### src/design/sva_pkg.sv
package sva_pkg;

  localparam int VOICES = 8;
  localparam int VOICE_W = $clog2(VOICES);
  localparam int BUSY_W = 8;
  localparam int DIST_SHIFT = 20;
  localparam int MAX_ATTEN = 127;
  localparam logic [7:0] FULL_VOLUME = 8'd255;

  typedef struct packed {
    logic [7:0]  sound;
    logic [15:0] origin;
    logic [31:0] frame;
    logic [7:0]  prio;
  } voice_rec_t;

  typedef struct packed {
    logic       done;
    logic       far;
    logic [7:0] vol;
  } dist_res_t;

endpackage

### src/design/sva_voice_ram.sv
module sva_voice_ram
  import sva_pkg::*;
(
  input  logic               clk,
  input  logic               rst,
  input  logic               we,
  input  logic [VOICE_W-1:0] wr_addr,
  input  voice_rec_t         wr_rec,
  input  logic [VOICE_W-1:0] rd_addr,
  output voice_rec_t         rd_rec,
  output logic               rd_used
);

  voice_rec_t mem [VOICES];
  logic [VOICES-1:0] used;
  voice_rec_t rd_q;
  logic rd_used_q;

  always_ff @(posedge clk) begin
    if (we) begin
      mem[wr_addr] <= wr_rec;
    end
    rd_q <= mem[rd_addr];
    rd_used_q <= used[rd_addr];
  end

  always_ff @(posedge clk) begin
    if (rst) begin
      used <= '0;
    end else if (we) begin
      used[wr_addr] <= 1'b1;
    end
  end

  // entries never written read as zero
  assign rd_rec = rd_used_q ? rd_q : '0;
  assign rd_used = rd_used_q;

endmodule

### src/design/sva_dist.sv
module sva_dist
  import sva_pkg::*;
(
  input  logic        clk,
  input  logic        rst,
  input  logic        start,
  input  logic [31:0] origin_x,
  input  logic [31:0] origin_y,
  input  logic [31:0] listener_x,
  input  logic [31:0] listener_y,
  output dist_res_t   res
);

  logic [32:0] ddx;
  logic [32:0] ddy;
  logic [31:0] dx;
  logic [31:0] dy;
  logic v1;
  logic v2;
  logic [31:0] mn;
  logic [32:0] oct_dist;
  logic [12:0] att;
  logic far;
  logic [7:0] vol;
  logic done;

  always_ff @(posedge clk) begin
    ddx <= {origin_x[31], origin_x} - {listener_x[31], listener_x};
    ddy <= {origin_y[31], origin_y} - {listener_y[31], listener_y};
    dx <= ddx[32] ? 32'(-ddx) : ddx[31:0];
    dy <= ddy[32] ? 32'(-ddy) : ddy[31:0];
  end

  always_comb begin
    mn = (dx < dy) ? dx : dy;
    oct_dist = 33'(dx) + 33'(dy) - 33'(mn >> 1);
    att = oct_dist[32:DIST_SHIFT];
  end

  always_ff @(posedge clk) begin
    if (v2) begin
      far <= att > 13'(MAX_ATTEN);
      vol <= {7'(MAX_ATTEN) - att[6:0], 1'b0};
    end
  end

  always_ff @(posedge clk) begin
    if (rst) begin
      v1 <= 1'b0;
      v2 <= 1'b0;
      done <= 1'b0;
    end else begin
      v1 <= start;
      v2 <= v1;
      if (start) begin
        done <= 1'b0;
      end else if (v2) begin
        done <= 1'b1;
      end
    end
  end

  assign res.done = done;
  assign res.far = far;
  assign res.vol = vol;

endmodule

### src/design/sound_voice_allocator_core.sv
// the voice scan reads one record per cycle from the voice ram, and a second pass over
// the ram looks for a voice of lower or equal priority when no voice is free
// requests: one at a time, the next word is taken the cycle after the result moves to
// the output register
// reset: synchronous, clears all voice records to empty, the fallback toggle and the
// sound-disable flag
module sound_voice_allocator_core
  import sva_pkg::*;
(
  input  logic        clk,
  input  logic        rst,
  input  logic        cfg_we,
  input  logic        cfg_wdata,
  input  logic        in_valid,
  output logic        in_stall,
  input  logic [7:0]  sfx_id,
  input  logic [15:0] origin_handle,
  input  logic        origin_is_listener,
  input  logic [7:0]  sound_priority,
  input  logic        sound_singular,
  input  logic signed [31:0] origin_x,
  input  logic signed [31:0] origin_y,
  input  logic signed [31:0] listener_x,
  input  logic signed [31:0] listener_y,
  input  logic [31:0] frame_count,
  input  logic [7:0]  voices_busy,
  output logic        out_valid,
  input  logic        out_stall,
  output logic [2:0]  voice,
  output logic [7:0]  sound,
  output logic [7:0]  volume
);

  localparam logic [2:0] ST_IDLE = 3'd0;
  localparam logic [2:0] ST_SCAN = 3'd1;
  localparam logic [2:0] ST_PRIO = 3'd2;
  localparam logic [2:0] ST_TAKE = 3'd3;
  localparam logic [2:0] ST_EMIT = 3'd4;

  localparam logic [VOICE_W-1:0] LAST_VOICE = VOICE_W'(VOICES - 1);

  logic [2:0] state;
  logic [2:0] state_next;
  logic sound_disabled;
  logic toggle;
  logic toggle_next;
  logic [VOICE_W-1:0] idx;
  logic [VOICE_W-1:0] idx_next;
  logic [VOICE_W-1:0] last_idle;
  logic [VOICE_W-1:0] last_idle_next;
  logic have_idle;
  logic have_idle_next;
  logic [VOICE_W-1:0] chosen;
  logic [VOICE_W-1:0] chosen_next;
  logic [2:0] res_voice;
  logic [2:0] res_voice_next;
  logic [7:0] res_vol;
  logic [7:0] res_vol_next;

  logic [7:0]  req_sound;
  logic [15:0] req_origin;
  logic        req_listener;
  logic [7:0]  req_prio;
  logic        req_singular;
  logic [31:0] req_frame;
  logic [VOICES-1:0] busy_ext;

  logic accept;
  logic out_free;
  logic last;
  logic sound_hit;
  logic idle_hit;
  logic full_vol;
  logic [VOICE_W-1:0] rd_addr;
  logic wr_en;
  voice_rec_t wr_rec;
  voice_rec_t rd_rec;
  logic rd_used;
  dist_res_t dres;

  sva_voice_ram u_ram (
    .clk     (clk),
    .rst     (rst),
    .we      (wr_en),
    .wr_addr (chosen),
    .wr_rec  (wr_rec),
    .rd_addr (rd_addr),
    .rd_rec  (rd_rec),
    .rd_used (rd_used)
  );

  sva_dist u_dist (
    .clk        (clk),
    .rst        (rst),
    .start      (accept),
    .origin_x   (origin_x),
    .origin_y   (origin_y),
    .listener_x (listener_x),
    .listener_y (listener_y),
    .res        (dres)
  );

  assign in_stall = (state != ST_IDLE);
  assign accept = in_valid && !in_stall;
  assign out_free = !out_valid || !out_stall;
  assign last = (idx == LAST_VOICE);
  assign full_vol = (req_origin == 16'd0) || req_listener;

  assign wr_rec.sound = req_sound;
  assign wr_rec.origin = req_origin;
  assign wr_rec.frame = req_frame;
  assign wr_rec.prio = req_prio;

  always_ff @(posedge clk) begin
    if (accept) begin
      req_sound <= sfx_id;
      req_origin <= origin_handle;
      req_listener <= origin_is_listener;
      req_prio <= sound_priority;
      req_singular <= sound_singular;
      req_frame <= frame_count;
      busy_ext <= VOICES'(voices_busy);
    end
  end

  always_comb begin
    sound_hit = rd_used && (rd_rec.sound == req_sound);
    idle_hit = !busy_ext[idx];
    rd_addr = last ? '0 : idx + 1'b1;
    if (state == ST_IDLE) begin
      rd_addr = '0;
    end
  end

  always_comb begin
    state_next = state;
    idx_next = idx;
    last_idle_next = last_idle;
    have_idle_next = have_idle;
    chosen_next = chosen;
    toggle_next = toggle;
    res_voice_next = res_voice;
    res_vol_next = res_vol;
    wr_en = 1'b0;
    case (state)
      ST_IDLE: begin
        if (accept && !sound_disabled) begin
          state_next = ST_SCAN;
          idx_next = '0;
          have_idle_next = 1'b0;
        end
      end
      ST_SCAN: begin
        if (sound_hit && rd_rec.frame == req_frame) begin
          state_next = ST_IDLE;
        end else if ((sound_hit && req_singular) || rd_rec.origin == req_origin) begin
          chosen_next = idx;
          state_next = ST_TAKE;
        end else begin
          if (idle_hit) begin
            last_idle_next = idx;
            have_idle_next = 1'b1;
          end
          if (last) begin
            idx_next = '0;
            if (have_idle_next) begin
              chosen_next = last_idle_next;
              state_next = ST_TAKE;
            end else begin
              state_next = ST_PRIO;
            end
          end else begin
            idx_next = idx + 1'b1;
          end
        end
      end
      ST_PRIO: begin
        if (rd_rec.prio <= req_prio) begin
          chosen_next = idx;
          state_next = ST_TAKE;
        end else if (last) begin
          if (req_listener) begin
            res_voice_next = 3'(toggle);
            res_vol_next = FULL_VOLUME;
            toggle_next = !toggle;
            state_next = ST_EMIT;
          end else begin
            state_next = ST_IDLE;
          end
        end else begin
          idx_next = idx + 1'b1;
        end
      end
      ST_TAKE: begin
        res_voice_next = 3'(chosen);
        if (full_vol) begin
          wr_en = 1'b1;
          res_vol_next = FULL_VOLUME;
          state_next = ST_EMIT;
        end else if (dres.done) begin
          wr_en = 1'b1;
          res_vol_next = dres.vol;
          state_next = dres.far ? ST_IDLE : ST_EMIT;
        end
      end
      ST_EMIT: begin
        if (out_free) begin
          state_next = ST_IDLE;
        end
      end
      default: begin
        state_next = ST_IDLE;
      end
    endcase
  end

  always_ff @(posedge clk) begin
    if (rst) begin
      state <= ST_IDLE;
      sound_disabled <= 1'b0;
      toggle <= 1'b0;
      out_valid <= 1'b0;
    end else begin
      state <= state_next;
      toggle <= toggle_next;
      if (cfg_we) begin
        sound_disabled <= cfg_wdata;
      end
      if (state == ST_EMIT && out_free) begin
        out_valid <= 1'b1;
      end else if (!out_stall) begin
        out_valid <= 1'b0;
      end
    end
  end

  always_ff @(posedge clk) begin
    idx <= idx_next;
    last_idle <= last_idle_next;
    have_idle <= have_idle_next;
    chosen <= chosen_next;
    res_voice <= res_voice_next;
    res_vol <= res_vol_next;
    if (state == ST_EMIT && out_free) begin
      voice <= res_voice;
      sound <= req_sound;
      volume <= res_vol;
    end
  end

endmodule
### config.mk
export PLATFORM = sky130hd
export DESIGN_NAME = sound_voice_allocator_core
export DESIGN_NICKNAME = d
export VERILOG_FILES = /design/src/design/sva_pkg.sv /design/src/design/sva_voice_ram.sv /design/src/design/sva_dist.sv /design/src/design/sound_voice_allocator_core.sv
export SDC_FILE = /design/constraint.sdc
export NUM_CORES = 1
export LEC_CHECK = 0
export BUFFER_PORTS_ARGS = -buffer_cell sky130_fd_sc_hd__buf_2
export CAP_MARGIN = 20
export CORE_MARGIN = 10
export CORE_UTILIZATION = 61
export DETAILED_ROUTE_END_ITERATION = 12
export GPL_TIMING_DRIVEN = 1
export PLACE_DENSITY_LB_ADDON = 0.12
export SLEW_MARGIN = 15
export SYNTH_ARGS = -nofsm -noshare
export SYNTH_HDL_FRONTEND = slang
export SYNTH_HIERARCHICAL = 1
export SYNTH_SLANG_ARGS = --single-unit
### constraint.sdc
create_clock -name clk -period 7.3 [get_ports clk]
set_input_delay 0.73 -clock clk [delete_from_list [all_inputs] [get_ports clk]]
set_output_delay 0.73 -clock clk [all_outputs]
set_load 0.1 [all_outputs]
---- Yosys cells after proc, flatten, opt, wreduce, memory -nomap -nowiden ----
Memories as Yosys holds them, arrays and structs flattened. A register that Yosys moved wholly into a read port is not among the register bits.
Index checks and enable logic that the tools add are counted.
storage, ports and cells
  bits in registers ....................... 270
  bits in writable memories ............... 512
  input port bits ......................... 208
  output and inout bits ................... 21
  logic and storage cells ................. 168
  memories kept ........................... 1
operators by class
  add/sub/neg operators ................... 8
  $lt $le $gt $ge ......................... 7
  equal/unequal tests ..................... 23
  mux-type cells .......................... 63
  bitwise operators ....................... 4
  reduce and logical (&&, ||, !) cells .... 31
memories
  memory     words  width  rd ports  clocked after memory_dff  write ports  line                 source
  u_ram.mem  8      64     1         1                         1            sva_voice_ram.sv:14  voice_rec_t mem [VOICES];
operators with widths
  kind                                                                               count
  32-bit 2-to-1 mux                                                                  3
  3-bit 2-to-1 mux                                                                   27
  32-bit by 32-bit subtractor with 33-bit output                                     2
  64-bit 2-to-1 mux                                                                  1
  32-bit negation                                                                    2
  8-bit 2-to-1 mux                                                                   5
  32-bit by 32-bit adder with 33-bit output                                          1
  33-bit by 31-bit subtractor with 33-bit output                                     1
  32-bit equality test                                                               1
  32-bit < comparator                                                                1
  1-bit 2-to-1 mux                                                                   18
  16-bit equality test                                                               1
  16-bit zero test                                                                   1
  2-bit inequality test (second input constant)                                      8
  8-bit one-hot mux with 2 select lines                                              1
  3-bit one-hot mux with 5 select lines                                              1
  5-bit AND reduction                                                                3
  13-bit by 7-bit greater-than comparator with 1-bit output (second input constant)  1
  3-bit by 4-bit < comparator with 1-bit output (second input constant)              3
  3-bit one-hot mux with 2 select lines                                              2
  4-bit AND reduction                                                                3
  3-bit inequality test (second input constant)                                      3
  3-bit one-hot mux with 3 select lines                                              1
  8-bit equality test                                                                1
  other kinds (24)                                                                   45

---- Depth between registers and ports, before layout ----
  depth after elaboration ................. 13
  depth in mapped cells ................... 24
  mapped depth without buffers ............ 23

---- By module ----
Netlist, hierarchy kept.
modules (own cells, without submodules)
  module                      times used  cells each  area an instance (um2)  seq. area each (um2)
  sva_voice_ram               1           920         21326.7                 16836.1
  sva_dist                    1           1334        11180.7                 2902.8
  sound_voice_allocator_core  1           328         5051.1                  3543.4

---- Least setup slack after synthesis ----
Ideal clock, no wire load.
  path type ............................... register to register
  from .................................... register u_dist.dy[17]
  to ...................................... register u_dist.far (data pin)
  arrival ................................. 4967 ps
  required time ........................... 7034 ps
  path slack .............................. 2066 ps
  cell stages (with the launch flop) ...... 24
  path buffers ............................ 1
  clock period less this slack ............ 5234 ps
  path through ............................ dfxtp_1 inv_1 ha_1 a21o_1 a21o_1 a21o_1 a21o_1 a21oi_1 nor2_1 a211oi_1 clkbuf_1 o221ai_1 a311oi_1 fa_1 ha_1 a2111oi_0 o21ai_0 a31oi_1 o21ai_0 o31ai_1 nand3_1 a31oi_1 xor2_1 nand4_1
on the way
  longest elaborated chain between the ends .. 4
  elaborated cells on any way between the ends .. 5
  classes of those cells .................. 2 x add/sub; 2 x order compare; 1 x mux
RTL lines
  item                                                           line            source
  from (decl)                                                    sva_dist.sv:17  logic [31:0] dy;
  from (signal assigned)                                         sva_dist.sv:31  dy <= ddy[32] ? 32'(-ddy) : ddy[31:0];
  32-bit < comparator                                            sva_dist.sv:35  mn = (dx < dy) ? dx : dy;
  32-bit 2-to-1 mux                                              sva_dist.sv:35
  33-bit by 31-bit subtractor with 33-bit output (*)             sva_dist.sv:36  oct_dist = 33'(dx) + 33'(dy) - 33'(mn >> 1);
  13-bit by 7-bit greater-than comparator with 1-bit output (*)  sva_dist.sv:42  far <= att > 13'(MAX_ATTEN);
  to (signal assigned)                                           sva_dist.sv:42
  to (decl)                                                      sva_dist.sv:23  logic far;
Every way passes the cells marked *; elsewhere a longest branch is shown, timed or not.
A chain may end at the register's enable or synchronous reset.

---- Worst setup path after layout ----
Same ends and word-level chain as after synthesis.

==> flow_summary.yaml <==
cts:
  cts_setup_buffers: 0
  clock-sinks: 846
  cts_tree: "done"
  cts_hold_buf: 0
  root_buffer: "clkbuf_16"
  clkLatencyLatePin_ns: 0.62
  max-clock-path-buffers: 3
  cts_buffers: 82
  clkTransAtPathRegs_ns: 0.06
  htree_levels: 3
  cts.repair.resized: 0
timing:
  fin_crit_sh_pct: 85.6
  max_clock_freq_ghz: 0.160
  setup_viol_count_final: 0
  whs_ns: 0.287
  tns_ns: 0
  slew-limit-headroom_pct: 24.3
  min_period_ns: 6.25
  hold_viol: 0
  max_slew.worst_pin.slew_ns: 1.12
  rsz0062_at_grt: "no"
  drv_slew: 0
  finClkSkew_ns: 0.0223
setup_path:
  critPathKind: "flop to flop"
  start_kind: "flop"
  timing.critical_path.from: "u_dist/dy[17]"
  critical_path.max_fanout: 15
  cp-endpoint: "u_dist/far"
  rr_startpoint: "u_dist/dy[17]"
  reg2regPathDepth: 23
  worstPathArrival_ns: 6.60
  r2r_slack_ns: 1.05
  r2r-end: "u_dist/far"
  cp.required_ns: 7.65
  cp-end-kind: "flop"
synth:
  syn_area_per_cell_um2: 14.5
  netlist_area_um2: 37600
  synth_async_sr_flop_share_pct: 0
  ys_ff_latch: 846
  synthTopCellsByArea: "edfxtp_1 (51%), dfxtp_1 (11%), mux4_2 (7.9%), ha_1 (4.7%), xnor2_1 (3.5%)"
  synth.distinct_cells: 78
  mappedNetlistNets: 2962
  yosys_warnings: 6
  yosys.area.top_type: "edfxtp_1"
  yosysSeqAreaShare_pct: 62.0
  synth-edff-count: 634
  synthCells: 2582
  synth_flop_cell: "edfxtp_1"
  yosysTopAreaCellShare_pct: 50.7
die:
  die_w_um: 268
  std_cell_rows: 90
  ios: 229
  die_area_um2: 71900
  core_um2: 60700
  chipHeight_um: 268
  initial_core_util_pct: 61.9
final_layout:
  utilization_pct: 69.5
  multi_input_area_um2: 13200
  seq_area_um2: 23300
  final_cell_mix: "edfxtp_1 (634), buf_2 (229), dfxtp_1 (212)"
  fin_nets: 3210
  nFillCells: 4083
  final_cells: 3677
  final_common_cell: "edfxtp_1"
  area_delta_synth_final_pct: 12.3
  drive_gt1_share_pct: 21.7
  final_area_um2: 42200
  antenna_cells: 0
global_routing:
  grt_max_degree: 106
  grt_pass1_vias: 23000
  grt_usage_pct: 22.7
  grt_first_pass_wirelength_um: 128000
  antenna_found_initial: 0
  grt_overflow: 0
run_status:
  status: "finished clean"
power:
  power.leakage_nw: 15.3
  peakVddDrop_v: 0.000394
  power.density_nw_per_um2: 408
routing:
  wl_per_cell_um: 22.1
  drcViolationCount: 0
  viasPerCell: 6.03
  wl_um: 81400
  drt_iter0_drc: 1654
  num_vias: 22200
  dr.pass1.iters: 6
  antenna_left: 0
placed_design:
  dp_hpwl_um: 52000
  placed_area_um2: 39500
  placedCellCount: 3524
  portBuffers: 228
  gp_congestion: 0.886
run:
  drv_cap: 0
worst_hold_path:
  min_path_type: "input pin to flop"
  min_path_cells: 1
state kept, by name, summed over array words and instances, names as in the netlist, 16 cells and up:
register    count
u_ram/rd_q     64
u_dist/ddx     33
u_dist/ddy     33
u_ram/mem     512
req_origin     16
u_dist/dy      32
u_dist/dx      32
req_frame      32
logic make-up after synthesis:
kind of cell / after synthesis / share of synthesized area [%]
compound gates: 386 / 7.20
xor+xnor: 173 / 4.03
fa+ha+maj: 172 / 6.37
buf+inv: 265 / 2.93
flops: 846 / 62.0
mux: 207 / 10.2
other cells: 1 / 0.00998
simple gates: 532 / 7.31
worst min-delay path by stage:
stage	slack, ns	to	start
after floorplan	0.35	u_dist/dy[0]	u_dist/ddy[0]
after global placement	0.41	volume[1]	res_vol[1]
after detailed placement	0.41	volume[4]	res_vol[4]
after CTS	0.25	req_frame[14]	frame_count[14]
after global routing	0.27	req_frame[14]	frame_count[14]
final	0.29	req_frame[14]	frame_count[14]
per-stage QoR:
stage | setup slack (ns) | power [W]
after CTS | 1.15 | 0.0173
after floorplan | 2.07 | 0.0115
after detailed placement | 1.16 | 0.0131
after global routing | 0.620 | 0.0182
final | 1.05 | 0.0172
after global placement | 1.21 | 0.0130
layer usage:
layer,wire [um],share of wire (%),track usage (%),vias to the layer above
met3,3500,4.3,3.18,110
met4,1980,2.4,7.21,0
li1,-,-,-,10300
met2,43500,53,40.9,546
met1,32500,40,28.0,11200
met5,0,0,0,-
power breakdown:
part | switching (W) | internal (W) | leakage [nW]
Sequential | 0.000605 | 0.00605 | 7.50
Combinational | 0.00340 | 0.00303 | 6.51
Clock | 0.00172 | 0.00240 | 1.29
cell usage after synthesis (12+ instances only):
library cell    n
clkbuf_1       64
or3_1          15
xnor2_1       151
mux4_2        132
nor3_1         57
dfxtp_1       212
nand2b_1       13
ha_1          140
o21ai_0        71
nor2b_1        18
nand3_1        27
xor2_1         22
nor2_1         75
edfxtp_1      634
o21a_1         14
buf_6          12
a21oi_1        81
a311oi_1       26
or2_2          12
fa_1           32
nand2_1       158
nand4_1        30
inv_1         173
a21o_1         31
and2_1         73
o31ai_1        23
mux2_2         72
o221ai_1       31
critical path, cell delays in order, from the launching register on:
cell and delay (ns):
dfxtp_1 0.39, inv_1 0.06, ha_1 0.30, a21o_1 0.19
a21o_1 0.18, a21o_1 0.17, a21o_1 0.17, a21oi_1 0.14
nor2_1 0.07, a211oi_2 0.66, buf_4 0.35, o221ai_1 0.17
a311oi_1 0.35, fa_1 0.48, ha_1 0.26, a2111oi_0 0.50
a21oi_1 0.08, a31oi_1 0.26, o21ai_0 0.18, o31ai_1 0.33
a21oi_1 0.18, a21oi_1 0.22, xor2_1 0.21, nand4_1 0.09
layout make-up:
| cell class | count | share of cell area (%) |
|---|---|---|
| sequential | 846 | 55.2 |
| multi-input combinational | 1471 | 31.4 |
| clock buffer | 114 | 5.39 |
| timing repair buffer | 256 | 3.33 |
| tap | 782 | 2.32 |
| inverter | 173 | 1.54 |
| clock inverter | 35 | 0.837 |
Power figures use the tool's default switching activity.
